File: config.mk
export PLATFORM = sky130hd
export DESIGN_NAME = utf8_char_ngram_tokenizer_flat
export DESIGN_NICKNAME = d
export VERILOG_FILES = /design/src/design/uctok_pkg.sv /design/src/design/uctok_if.sv /design/src/design/utf8_char_ngram_tokenizer.sv /design/src/design/uctok_cell.sv /design/src/design/uctok_resq.sv /design/src/flat_wrapper.sv
export SDC_FILE = /design/constraint.sdc
export NUM_CORES = 1
export LEC_CHECK = 0
export BUFFER_PORTS_ARGS = -buffer_cell sky130_fd_sc_hd__buf_4
export CORE_MARGIN = 2
export CORE_UTILIZATION = 54
export CTS_BUF_LIST = sky130_fd_sc_hd__clkbuf_8
export CTS_CLUSTER_DIAMETER = 50
export CTS_CLUSTER_SIZE = 16
export DETAILED_ROUTE_END_ITERATION = 10
export PLACE_DENSITY = 0.82
export SETUP_SLACK_MARGIN = 0.05
export SYNTH_ARGS = -nofsm -noshare
export SYNTH_HDL_FRONTEND = slang
export SYNTH_HIERARCHICAL = 1
export SYNTH_SLANG_ARGS = --single-unit
File: constraint.sdc
create_clock -name clk -period 21.1 [get_ports clk]
set_input_delay 1.055 -clock clk [delete_from_list [all_inputs] [get_ports clk]]
set_output_delay 1.055 -clock clk [all_outputs]
set_load 0.005 [all_outputs]
File: src/design/uctok_pkg.sv
// uctok_pkg: shared constants, types and byte classifiers for the
// utf-8 character n-gram tokenizer; used by every design file, depends on nothing
package uctok_pkg;

  // sizes
  localparam int MAX_NGRAM   = 8;
  localparam int SLOT_W      = $clog2(MAX_NGRAM);
  localparam int NGRAM_W     = 4;
  localparam int BYTE_W      = 8;
  localparam int POS_W       = 16;
  localparam int LEN_W       = 6;
  localparam int OFF_W       = 32;
  localparam int SEQ_W       = 3;
  localparam int CONT_W      = 2;

  // result queue
  localparam int QUEUE_DEPTH = 4;
  localparam int QPTR_W      = $clog2(QUEUE_DEPTH);
  localparam int QCNT_W      = $clog2(QUEUE_DEPTH + 1);

  // reset value of the n-gram size register
  localparam logic [NGRAM_W-1:0] NGRAM_RESET = NGRAM_W'(2);

  // result kinds
  localparam logic KIND_TOKEN   = 1'b0;
  localparam logic KIND_SUMMARY = 1'b1;

  // byte classes
  localparam logic [BYTE_W-1:0] BYTE_SPACE  = 8'h20;
  localparam logic [BYTE_W-1:0] BYTE_WS_LO  = 8'h09;
  localparam logic [BYTE_W-1:0] BYTE_WS_HI  = 8'h0D;
  localparam logic [BYTE_W-1:0] LEAD2_START = 8'hC0;
  localparam logic [BYTE_W-1:0] LEAD3_START = 8'hE0;
  localparam logic [BYTE_W-1:0] LEAD4_START = 8'hF0;

  // per-cell control, same for every cell of the chain
  typedef struct packed {
    logic shift;
    logic clear;
  } cell_ctrl_t;

  // result queue status
  typedef struct packed {
    logic has_item;
    logic has_room;
  } queue_stat_t;

  // one result transaction
  typedef struct packed {
    logic             kind;
    logic [POS_W-1:0] start_pos;
    logic [LEN_W-1:0] token_bytes;
    logic [OFF_W-1:0] word_offset;
    logic [OFF_W-1:0] end_offset;
    logic             last_result;
  } result_t;

  // declared sequence length of a lead byte
  function automatic logic [SEQ_W-1:0] seq_len(input logic [BYTE_W-1:0] b);
    logic [SEQ_W-1:0] len;
    if (b < LEAD2_START) begin
      len = SEQ_W'(1);
    end else if (b < LEAD3_START) begin
      len = SEQ_W'(2);
    end else if (b < LEAD4_START) begin
      len = SEQ_W'(3);
    end else begin
      len = SEQ_W'(4);
    end
    return len;
  endfunction

  // space or tab through carriage return
  function automatic logic is_ws(input logic [BYTE_W-1:0] b);
    return (b == BYTE_SPACE) || ((b >= BYTE_WS_LO) && (b <= BYTE_WS_HI));
  endfunction

endpackage

File: src/design/uctok_if.sv
// uctok_if: valid/ready channel interfaces for text bytes in and results out
// depends on uctok_pkg

interface uctok_in_if;
  logic                          valid;
  logic                          ready;
  logic [uctok_pkg::BYTE_W-1:0]  text_byte;
  logic                          last_byte;
  logic [uctok_pkg::OFF_W-1:0]   base_offset;

  modport source (output valid, output text_byte, output last_byte,
                  output base_offset, input ready);
  modport sink   (input valid, input text_byte, input last_byte,
                  input base_offset, output ready);
endinterface

interface uctok_out_if;
  logic                          valid;
  logic                          ready;
  logic                          result_kind;
  logic [uctok_pkg::POS_W-1:0]   start_pos;
  logic [uctok_pkg::LEN_W-1:0]   token_bytes;
  logic [uctok_pkg::OFF_W-1:0]   word_offset;
  logic [uctok_pkg::OFF_W-1:0]   end_offset;
  logic                          last_result;

  modport source (output valid, output result_kind, output start_pos,
                  output token_bytes, output word_offset, output end_offset,
                  output last_result, input ready);
  modport sink   (input valid, input result_kind, input start_pos,
                  input token_bytes, input word_offset, input end_offset,
                  input last_result, output ready);
endinterface

File: src/design/utf8_char_ngram_tokenizer.sv
// utf8_char_ngram_tokenizer: top level, byte decode, chain of lead-position
// cells and result queue; depends on uctok_pkg, uctok_if, uctok_cell, uctok_resq

// Takes UTF-8 bytes and emits a token for every run of ngram_size
// non-whitespace code points, followed by a summary result on the last byte
// of each text. Throughput is one byte per cycle while the queue has room:
// the lead positions shift through a chain of eight cells, so picking a
// token's start is one mux on the chain. Results leave through a four-entry
// queue, one per cycle while the output is ready; the byte channel takes a
// byte while at least two entries are free. A last byte that also closes a
// token (two results) leaves one result more in the queue, so the byte
// channel stalls once three are queued: on output stalls, or when such bytes
// come faster than bytes with no result let the queue drain. ngram_size
// (reset 2) must be written via cfg_we/cfg_wdata only while idle; the block
// does not enforce it. 0 gives no tokens and sizes above eight act as eight.
module utf8_char_ngram_tokenizer (
  input  logic                              clk,
  input  logic                              rst,
  input  logic                              cfg_we,
  input  logic [uctok_pkg::NGRAM_W-1:0]     cfg_wdata,
  uctok_in_if.sink                          in_ch,
  uctok_out_if.source                       out_ch
);

  logic [uctok_pkg::NGRAM_W-1:0]  ngram_size;
  logic [uctok_pkg::POS_W-1:0]    byte_position;
  logic [uctok_pkg::CONT_W-1:0]   continuation_left;
  logic [uctok_pkg::OFF_W-1:0]    offset_counter;
  logic                           text_active;

  logic [uctok_pkg::POS_W-1:0]    cell_pos   [uctok_pkg::MAX_NGRAM];
  logic [uctok_pkg::MAX_NGRAM-1:0] cell_valid;
  uctok_pkg::cell_ctrl_t          cell_ctrl;

  logic                           accept;
  logic                           is_lead;
  logic                           ws;
  logic [uctok_pkg::SEQ_W-1:0]    sl;
  logic                           push_lead;
  logic [uctok_pkg::NGRAM_W-1:0]  n_eff;
  logic [uctok_pkg::NGRAM_W-1:0]  n_m2;
  logic [uctok_pkg::SLOT_W-1:0]   sel;
  logic                           tok_ok;
  logic [uctok_pkg::POS_W-1:0]    start;
  logic [uctok_pkg::POS_W-1:0]    span;
  logic [uctok_pkg::LEN_W-1:0]    tok_bytes;
  logic [uctok_pkg::OFF_W-1:0]    off_cur;
  logic [uctok_pkg::OFF_W-1:0]    off_after;

  uctok_pkg::result_t             tok_res;
  uctok_pkg::result_t             sum_res;
  uctok_pkg::result_t             push_a;
  logic [1:0]                     push_n;
  uctok_pkg::result_t             head_item;
  uctok_pkg::queue_stat_t         q_stat;
  logic                           pop;

  // handshake
  assign in_ch.ready  = q_stat.has_room;
  assign accept       = in_ch.valid & in_ch.ready;
  assign out_ch.valid = q_stat.has_item;
  assign pop          = out_ch.valid & out_ch.ready;

  // configuration register
  always_ff @(posedge clk) begin
    if (rst) begin
      ngram_size <= uctok_pkg::NGRAM_RESET;
    end else if (cfg_we) begin
      ngram_size <= cfg_wdata;
    end
  end

  // byte decode
  assign is_lead   = (continuation_left == '0);
  assign ws        = uctok_pkg::is_ws(in_ch.text_byte);
  assign sl        = uctok_pkg::seq_len(in_ch.text_byte);
  assign push_lead = accept & is_lead & ~ws;

  // token check on the chain: after the shift, cell n-1 holds the start
  assign n_eff = (ngram_size > uctok_pkg::NGRAM_W'(uctok_pkg::MAX_NGRAM))
               ? uctok_pkg::NGRAM_W'(uctok_pkg::MAX_NGRAM) : ngram_size;
  assign n_m2  = n_eff - uctok_pkg::NGRAM_W'(2);
  assign sel   = n_m2[uctok_pkg::SLOT_W-1:0];
  assign tok_ok = push_lead && (n_eff != '0)
               && ((n_eff == uctok_pkg::NGRAM_W'(1)) || cell_valid[sel]);
  assign start = (n_eff == uctok_pkg::NGRAM_W'(1)) ? byte_position : cell_pos[sel];

  // token length and offsets, all modulo their widths
  assign span      = byte_position - start;
  assign tok_bytes = span[uctok_pkg::LEN_W-1:0] + uctok_pkg::LEN_W'(sl);
  assign off_cur   = text_active ? offset_counter : in_ch.base_offset;
  assign off_after = off_cur + uctok_pkg::OFF_W'(tok_ok);

  // result build
  always_comb begin
    tok_res.kind        = uctok_pkg::KIND_TOKEN;
    tok_res.start_pos   = start;
    tok_res.token_bytes = tok_bytes;
    tok_res.word_offset = off_cur;
    tok_res.end_offset  = off_cur + uctok_pkg::OFF_W'(tok_bytes);
    tok_res.last_result = ~in_ch.last_byte;

    sum_res.kind        = uctok_pkg::KIND_SUMMARY;
    sum_res.start_pos   = '0;
    sum_res.token_bytes = '0;
    sum_res.word_offset = off_after;
    sum_res.end_offset  = off_after;
    sum_res.last_result = 1'b1;
  end

  assign push_a = tok_ok ? tok_res : sum_res;
  assign push_n = accept ? (2'(tok_ok) + 2'(in_ch.last_byte)) : 2'd0;

  // per-text state
  always_ff @(posedge clk) begin
    if (rst) begin
      byte_position     <= '0;
      continuation_left <= '0;
      offset_counter    <= '0;
      text_active       <= 1'b0;
    end else if (accept) begin
      offset_counter <= off_after;
      text_active    <= ~in_ch.last_byte;
      if (in_ch.last_byte) begin
        byte_position     <= '0;
        continuation_left <= '0;
      end else begin
        byte_position <= byte_position + uctok_pkg::POS_W'(1);
        if (is_lead) begin
          continuation_left <= uctok_pkg::CONT_W'(sl - uctok_pkg::SEQ_W'(1));
        end else begin
          continuation_left <= continuation_left - uctok_pkg::CONT_W'(1);
        end
      end
    end
  end

  // chain control: whitespace or end of text clears the clean run
  assign cell_ctrl.shift = push_lead;
  assign cell_ctrl.clear = accept & (in_ch.last_byte | (is_lead & ws));

  // chain of lead-position cells, newest lead in cell zero
  for (genvar k = 0; k < uctok_pkg::MAX_NGRAM; k++) begin : g_cell
    if (k == 0) begin : g_head
      uctok_cell u_cell (
        .clk      (clk),
        .rst      (rst),
        .ctrl     (cell_ctrl),
        .pos_in   (byte_position),
        .valid_in (1'b1),
        .pos      (cell_pos[k]),
        .valid    (cell_valid[k])
      );
    end else begin : g_body
      uctok_cell u_cell (
        .clk      (clk),
        .rst      (rst),
        .ctrl     (cell_ctrl),
        .pos_in   (cell_pos[k-1]),
        .valid_in (cell_valid[k-1]),
        .pos      (cell_pos[k]),
        .valid    (cell_valid[k])
      );
    end
  end

  // result queue
  uctok_resq u_resq (
    .clk       (clk),
    .rst       (rst),
    .push_n    (push_n),
    .push_a    (push_a),
    .push_b    (sum_res),
    .pop       (pop),
    .head_item (head_item),
    .stat      (q_stat)
  );

  // output payload
  assign out_ch.result_kind = head_item.kind;
  assign out_ch.start_pos   = head_item.start_pos;
  assign out_ch.token_bytes = head_item.token_bytes;
  assign out_ch.word_offset = head_item.word_offset;
  assign out_ch.end_offset  = head_item.end_offset;
  assign out_ch.last_result = head_item.last_result;

  // clean flags form a thermometer along the chain
  a_chain_thermo: assert property (@(posedge clk) disable iff (rst)
    (cell_valid & ~{cell_valid[uctok_pkg::MAX_NGRAM-2:0], 1'b1}) == '0)
    else $error("clean flags not contiguous along the chain");

  // end of text leaves the decode state cleared
  a_text_end: assert property (@(posedge clk) disable iff (rst)
    (accept && in_ch.last_byte) |=>
      (byte_position == '0) && (continuation_left == '0) && (cell_valid == '0)
      && !text_active)
    else $error("text state not cleared after last byte");

  // the summary of a text is waiting right after its last byte
  a_summary_ready: assert property (@(posedge clk) disable iff (rst)
    (accept && in_ch.last_byte) |=> out_ch.valid)
    else $error("no result pending after last byte");

endmodule

File: src/design/uctok_cell.sv
// uctok_cell: one stage of the lead-position chain, holds a lead byte position
// and a clean flag; depends on uctok_pkg
module uctok_cell (
  input  logic                          clk,
  input  logic                          rst,
  input  uctok_pkg::cell_ctrl_t         ctrl,
  input  logic [uctok_pkg::POS_W-1:0]   pos_in,
  input  logic                          valid_in,
  output logic [uctok_pkg::POS_W-1:0]   pos,
  output logic                          valid
);

  // clean flag: set means this many clean leads in a row
  always_ff @(posedge clk) begin
    if (rst) begin
      valid <= 1'b0;
    end else if (ctrl.clear) begin
      valid <= 1'b0;
    end else if (ctrl.shift) begin
      valid <= valid_in;
    end
  end

  // position handed on from the neighbor
  always_ff @(posedge clk) begin
    if (ctrl.shift) begin
      pos <= pos_in;
    end
  end

endmodule

File: src/design/uctok_resq.sv
// uctok_resq: small result queue, takes up to two results per cycle and
// hands one per cycle to the output when popped; depends on uctok_pkg
module uctok_resq (
  input  logic                  clk,
  input  logic                  rst,
  input  logic [1:0]            push_n,
  input  uctok_pkg::result_t    push_a,
  input  uctok_pkg::result_t    push_b,
  input  logic                  pop,
  output uctok_pkg::result_t    head_item,
  output uctok_pkg::queue_stat_t stat
);

  uctok_pkg::result_t                q [uctok_pkg::QUEUE_DEPTH];
  logic [uctok_pkg::QPTR_W-1:0]      head;
  logic [uctok_pkg::QPTR_W-1:0]      tail;
  logic [uctok_pkg::QPTR_W-1:0]      tail_p1;
  logic [uctok_pkg::QCNT_W-1:0]      count;
  logic [uctok_pkg::QCNT_W-1:0]      count_next;

  assign tail_p1    = tail + uctok_pkg::QPTR_W'(1);
  assign count_next = count + uctok_pkg::QCNT_W'(push_n) - uctok_pkg::QCNT_W'(pop);

  // status: room means space for the two results of one byte
  assign stat.has_item = (count != '0);
  assign stat.has_room = (count <= uctok_pkg::QCNT_W'(uctok_pkg::QUEUE_DEPTH - 2));
  assign head_item     = q[head];

  // pointers and fill count
  always_ff @(posedge clk) begin
    if (rst) begin
      head  <= '0;
      tail  <= '0;
      count <= '0;
    end else begin
      count <= count_next;
      if (pop) begin
        head <= head + uctok_pkg::QPTR_W'(1);
      end
      tail <= tail + uctok_pkg::QPTR_W'(push_n);
    end
  end

  // entry writes
  always_ff @(posedge clk) begin
    if (push_n != 2'd0) begin
      q[tail] <= push_a;
    end
    if (push_n == 2'd2) begin
      q[tail_p1] <= push_b;
    end
  end

  // pushes only land when the room flag was up
  a_push_room: assert property (@(posedge clk) disable iff (rst)
    (push_n != 2'd0) |-> stat.has_room)
    else $error("result queue pushed without room");

  // fill count never goes past the depth
  a_count_bound: assert property (@(posedge clk) disable iff (rst)
    count <= uctok_pkg::QCNT_W'(uctok_pkg::QUEUE_DEPTH))
    else $error("result queue count out of range");

  // a pop is only issued on a held result
  a_pop_item: assert property (@(posedge clk) disable iff (rst)
    pop |-> stat.has_item)
    else $error("result queue popped while empty");

endmodule
File: src/flat_wrapper.sv
// flat-port wrapper written by rule: the top's interface ports become plain ports
module utf8_char_ngram_tokenizer_flat 
  (clk, rst, cfg_we, cfg_wdata, in_ch_valid, in_ch_text_byte, in_ch_last_byte, in_ch_base_offset, in_ch_ready, out_ch_valid, out_ch_result_kind, out_ch_start_pos, out_ch_token_bytes, out_ch_word_offset, out_ch_end_offset, out_ch_last_result, out_ch_ready);
  uctok_in_if in_ch_i ();
  uctok_out_if out_ch_i ();
  input  logic clk;
  input  logic rst;
  input  logic cfg_we;
  input  logic [uctok_pkg::NGRAM_W-1:0] cfg_wdata;
  input wire logic [$bits(in_ch_i.valid)-1:0] in_ch_valid;
  input wire logic [$bits(in_ch_i.text_byte)-1:0] in_ch_text_byte;
  input wire logic [$bits(in_ch_i.last_byte)-1:0] in_ch_last_byte;
  input wire logic [$bits(in_ch_i.base_offset)-1:0] in_ch_base_offset;
  output wire logic [$bits(in_ch_i.ready)-1:0] in_ch_ready;
  output wire logic [$bits(out_ch_i.valid)-1:0] out_ch_valid;
  output wire logic [$bits(out_ch_i.result_kind)-1:0] out_ch_result_kind;
  output wire logic [$bits(out_ch_i.start_pos)-1:0] out_ch_start_pos;
  output wire logic [$bits(out_ch_i.token_bytes)-1:0] out_ch_token_bytes;
  output wire logic [$bits(out_ch_i.word_offset)-1:0] out_ch_word_offset;
  output wire logic [$bits(out_ch_i.end_offset)-1:0] out_ch_end_offset;
  output wire logic [$bits(out_ch_i.last_result)-1:0] out_ch_last_result;
  input wire logic [$bits(out_ch_i.ready)-1:0] out_ch_ready;
  assign in_ch_i.valid = in_ch_valid;
  assign in_ch_i.text_byte = in_ch_text_byte;
  assign in_ch_i.last_byte = in_ch_last_byte;
  assign in_ch_i.base_offset = in_ch_base_offset;
  assign in_ch_ready = in_ch_i.ready;
  assign out_ch_valid = out_ch_i.valid;
  assign out_ch_result_kind = out_ch_i.result_kind;
  assign out_ch_start_pos = out_ch_i.start_pos;
  assign out_ch_token_bytes = out_ch_i.token_bytes;
  assign out_ch_word_offset = out_ch_i.word_offset;
  assign out_ch_end_offset = out_ch_i.end_offset;
  assign out_ch_last_result = out_ch_i.last_result;
  assign out_ch_i.ready = out_ch_ready;
  utf8_char_ngram_tokenizer u_core (.clk(clk), .rst(rst), .cfg_we(cfg_we), .cfg_wdata(cfg_wdata), .in_ch(in_ch_i), .out_ch(out_ch_i));
endmodule
Word level (Yosys, flattened, before mapping)
Memories as Yosys holds them, arrays and structs flattened. A register that Yosys moved wholly into a read port is not among the register bits.
Cells that the tools add are included.
Word-level totals
  register bits: 198
  RAM bits: 352
  bits of input ports: 50
  output and inout bits: 90
  logic and storage cells: 93
  memories: 1
Cells by class
  add/sub/neg operators: 14
  order comparisons: 9
  equality and inequality tests: 3
  mux-type cells: 22
  bitwise operators: 10
  reductions and logical operators: 10
Memory list
  u_core.u_resq.q: depth 4, bits a word 88, rd ports 1, clocked after Yosys merged registers in 1, wr ports 2, RTL line uctok_resq.sv:14  | uctok_pkg::result_t q [uctok_pkg::QUEUE_DEPTH];
Operator list (number)
  88-bit two-way mux: 1
  16-bit two-way mux: 4
  16-bit binary-select mux with 3-bit select: 1
  32-bit by 1-bit adder with 32-bit output: 1
  32-bit by 6-bit adder with 32-bit output: 1
  32-bit two-way mux: 1
  8-bit less-than comparator, second input constant: 3
  16-bit by 1-bit adder with 16-bit output, second input constant: 1
  2-bit two-way mux: 5
  3-bit two-way mux: 3
  8-bit by 6-bit == test with 1-bit output, second input constant: 1
  8-bit by 4-bit greater-or-equal comparator with 1-bit output, second input constant: 1
  8-bit by 4-bit <= comparator with 1-bit output, second input constant: 1
  6-bit by 3-bit adder with 6-bit output: 1
  1-bit AND: 6
  6-bit subtractor: 1
  1-bit two-way mux: 5
  2-bit by 1-bit adder with 2-bit output, second input constant: 2
  4-bit by 1-bit == test with 1-bit output, second input constant: 1
  4-bit greater-or-equal comparator, second input constant: 1
  4-bit greater-than comparator, second input constant: 1
  3-bit by 4-bit less-than comparator with 1-bit output, second input constant: 1
  4-bit two-way mux: 1
  3-bit inverter with 4-bit output: 1
  18 further kinds: 23

Depth between registers and ports, before layout
  depth after elaboration: 12
  depth in mapped cells: 25
  mapped depth without buffers: 22

Modules after synthesis
The synthesis kept the hierarchy.
Modules (own cells, without submodules)
  uctok_resq: instances 1, cells an instance 898, area an instance 17334.1 um^2, seq. area each 10750.3 um^2
  utf8_char_ngram_tokenizer: instances 1, cells an instance 963, area an instance 6721.4 um^2, seq. area each 1101.1 um^2
  uctok_cell: instances 8, cells an instance 19, area an instance 520.5 um^2, seq. area each 500.5 um^2

Worst setup path before layout
Ideal clock, no wire load.
  path kind: input port to flip-flop
  start: in in_ch_text_byte[2]
  end: mem u_core/u_resq/q[0][0] (netlist name), enable pin
  setup time: 0.664 ns
  arrival time: 9.510 ns
  required time: 20.436 ns
  path slack: 10.926 ns
  stages on the path: 10
  path through: nand2b_1 -> a2111o_1 -> o211a_1 -> o21ai_1 -> inv_2 -> clkbuf_1 -> ha_1 -> and3_1 -> nor2_1 -> o31ai_1
RTL lines
  from (decl): RTL line flat_wrapper.sv:11  | input wire logic [$bits(in_ch_i.text_byte)-1:0] in_ch_text_byte;
  to (decl): RTL line uctok_resq.sv:14

==> results.sh <==
export IMPL_routedWlPerCell_um=23.7
export IMPL_cts_made_buffers=48
export IMPL_powerDensity_mw_per_mm2=95.8
export IMPL_finalSetupViolations=0
export IMPL_drv_slew=0
export IMPL_antenna_found_initial=2
export IMPL_vias_per_cell=6.24
export IMPL_multiInputGateArea_mm2=0.0121
export IMPL_synth_top_area_share_pct=51.1
export IMPL_clk_pin_slew_ns=0.11
export IMPL_cp_start_kind="flip-flop"
export IMPL_cts_hold_buffers=0
export IMPL_io_pins=140
export IMPL_ys_async_sr_fraction_pct=0
export IMPL_grt_use_met2_pct=42.6
export IMPL_rsz0062_at_grt="no"
export IMPL_holdCritPathClass="flip-flop to flip-flop"
export IMPL_post_dp_hpwl_mm=43.8
export IMPL_final_layout_size_suffix_gt1_share_pct=31.4
export IMPL_ys_seq_elements=552
export IMPL_start_util_pct=54.8
export IMPL_nFillCells=3948
export IMPL_ys_flop_type="edfxtp_1"
export IMPL_crit_fanout=33
export IMPL_drc=0
export IMPL_cp_end_kind="flip-flop"
export IMPL_cts_htree_levels=2
export IMPL_vias=18300
export IMPL_port_buffers=139
export IMPL_antenna_left=0
export IMPL_min_period_ns=7.58
export IMPL_grt_pass1_vias=18600
export IMPL_synth_area_mm2=0.0282
export IMPL_busiest_layer="met2"
export IMPL_regArea_mm2=0.0159
export IMPL_first_pass_iters=7
export IMPL_ys_seq_area_share_pct=56.2
export IMPL_grt_total_usage_pct=25.7
export IMPL_area_growth_pct=10.7
export IMPL_place_congestion=0.925
export IMPL_die_area_mm2=0.0541
export IMPL_grt_util_met3_pct=3.96
export IMPL_core_rowCount=83
export IMPL_synth_cell_types=81
export IMPL_cap_violations=0
export IMPL_fin_skew_ns=0.0338
export IMPL_netlist_top_cells_area="edfxtp_1 (51%), mux2_2 (13%), mux4_2 (7.0%), dfxtp_1 (5.1%), nand2_1 (2.2%)"
export IMPL_crit_arrival_ns=8.00
export IMPL_status="completed"
export IMPL_clock_latency_ns=0.68
export IMPL_drt_initial_drc_count=1940
export IMPL_hold_violations=0
export IMPL_peakVddDrop_mv=0.0767
export IMPL_yosysTopAreaCell="edfxtp_1"
export IMPL_tritoncts="done"
export IMPL_cts_sinks=552
export IMPL_grt_pass1_wl_mm=107
export IMPL_grt_use_met1_pct=34.5
export IMPL_syn_instance_count=2013
export IMPL_place_ws_ns=13.76
export IMPL_relSlewSlack_pct=14.4
export IMPL_wirelength_mm=69.4
export IMPL_die_x_um=233
export IMPL_yosysWarnings=6
export IMPL_nets=2278
export IMPL_p_leak_nw=10.9
export IMPL_cts_root_buf="clkbuf_8"
export IMPL_die_h_um=233
export IMPL_clock_fmax_mhz=132
export IMPL_avgSynthCellArea_um2=14.0
export IMPL_worst_slack_ns=13.52
export IMPL_post_route_period_util_pct=35.9
export IMPL_crit_required_ns=21.52
export IMPL_worst_hold_slack_ns=0.446
export IMPL_grt_overflow=0
export IMPL_critPathKind="flip-flop to flip-flop"
export IMPL_synth_edf_count=480
export IMPL_core_mm2=0.0515
export IMPL_final_setup_tns_ns=0
export IMPL_timing_worst_slew_pin_value_ns=1.28
export IMPL_clock_path_buffers=3
export IMPL_grt_max_degree=90
export IMPL_post_cts_buffers=0
export IMPL_cts_resized=0
-- Yosys cell counts, types with 15 or more instances --
cell type / instances
buf_2: 55
dfxtp_1: 72
a211oi_1: 16
o211ai_1: 15
a21o_1: 22
nand3_1: 34
inv_1: 28
nor2_1: 71
a21oi_1: 64
nand2_1: 168
nor2b_1: 22
xor2_1: 28
clkbuf_1: 51
nor3_1: 18
mux2i_1: 46
mux2_2: 338
nand3b_1: 19
ha_1: 22
mux4_2: 88
edfxtp_1: 480
o21ai_0: 54
a31oi_1: 21
xnor2_1: 58
mux2_1: 21
-- metal layers --
layer	vias up	wire, um
li1	8058	-
met1	9222	27900
met2	821	34000
met3	147	5200
met4	2	2250
met5	-	13
-- worst paths after layout --
kind,from,endpoint,slack (ns),cells past startpoint
hold reg to reg,u_core/g_cell[4].g_body.u_cell/pos[4],u_core/g_cell[5].g_body.u_cell/pos[4],0.45,0
hold / removal,u_core/g_cell[4].g_body.u_cell/pos[4],u_core/g_cell[5].g_body.u_cell/pos[4],0.45,0
setup / recovery,u_core/ngram_size[1],u_core/u_resq/q[3][20],13.52,20
setup reg to reg,u_core/ngram_size[1],u_core/u_resq/q[3][20],13.52,20
-- state kept, by name (all words and copies together), names as in the netlist, named ones only --
name / count
u_core/continuation_left: 2
u_core/u_resq/head: 2
u_core/text_active: 1
u_core/offset_counter: 32
u_core/u_resq/tail: 2
u_core/g_cell.g_head.u_cell/pos: 16
u_core/ngram_size: 4
u_core/g_cell.g_head.u_cell/valid: 1
u_core/g_cell.g_body.u_cell/pos: 112
u_core/u_resq/q: 352
u_core/byte_position: 16
u_core/g_cell.g_body.u_cell/valid: 7
u_core/u_resq/count: 3
-- layout by cell type (no fill, tap or decap), drive strengths merged, types with 16 or more instances in the layout --
| cell type | synthesis | routed |
|---|---|---|
| mux4 | 88 | 88 |
| clkbuf | 51 | 48 |
| mux2i | 46 | 46 |
| dfxtp | 72 | 72 |
| ha | 22 | 22 |
| a21oi | 65 | 65 |
| nor3 | 26 | 26 |
| a211oi | 16 | 16 |
| a31oi | 21 | 21 |
| edfxtp | 480 | 480 |
| a21o | 22 | 22 |
| xnor2 | 58 | 58 |
| o21ai | 55 | 55 |
| mux2 | 359 | 359 |
| nand2 | 168 | 168 |
| conb | 2 | 97 |
| nor2 | 71 | 71 |
| nand3b | 19 | 19 |
| nor2b | 22 | 22 |
| nand3 | 34 | 34 |
| buf | 74 | 168 |
| xor2 | 28 | 28 |
| inv | 29 | 54 |
-- critical path, cell delays in order (launching register included) --
cell and delay, ns:
dfxtp_1 0.62, nand2b_1 0.79, nor2_1 1.22, a32oi_1 0.26
a22oi_1 0.33, fa_1 0.49, ha_1 0.31, a21o_1 0.18
a21o_1 0.21, a2111oi_0 0.47, a311oi_1 0.13, nand3_1 0.12
nand2_1 0.11, ha_1 0.26, or3_1 0.38, o21ai_0 0.11
a21o_1 0.12, o211a_1 0.55, nor4_1 0.13, xnor2_1 0.22
mux2_2 0.31
-- area by class of cell --
| type | count | area share (%) |
|---|---|---|
| Sequential cell | 552 | 50.8 |
| Tap cell | 680 | 2.72 |
| Clock inverter | 42 | 1.24 |
| Clock buffer | 48 | 2.11 |
| Inverter | 29 | 0.348 |
| Multi-Input combinational cell | 1402 | 38.7 |
| Antenna cell | 2 | 0.0160 |
| Timing Repair Buffer | 168 | 4.04 |
-- power by group --
group          switching [mW]  internal [mW]
Combinational           0.468          0.412
Sequential             0.0733           1.36
Clock                   0.388          0.288
Total                   0.929           2.06
-- logic make-up (layout without fill, tap and decap cells) --
group	count (synthesis)	after routing	synth area share, %
buffers and inverters	154	287	2.53
muxes	493	493	23.0
adders and majority gates	27	27	1.33
and+or+nand+nor	434	434	7.90
other	2	99	0.0266
xor gates and xnor gates	88	88	2.83
DFF	552	552	56.2
AOI/OAI and AO/OA	263	263	6.21
-- through the flow --
| stage | instances | utilization [%] | instance area (um2) | total power [mW] |
|---|---|---|---|---|
| 6_report | 2923 | 60.7 | 31200 | 2.99 |
| 5_1_grt | 2922 | 60.7 | 31200 | 3.12 |
| 4_1_cts | 2921 | 60.6 | 31200 | 3.00 |
| 3_5_place_dp | 2831 | 58.6 | 30200 | 2.34 |
| 3_3_place_gp | 2831 | 58.6 | 30200 | 2.30 |
| 2_1_floorplan | 2108 | - | 28600 | 2.02 |
Note: power is estimated with default switching activity, not from simulation.
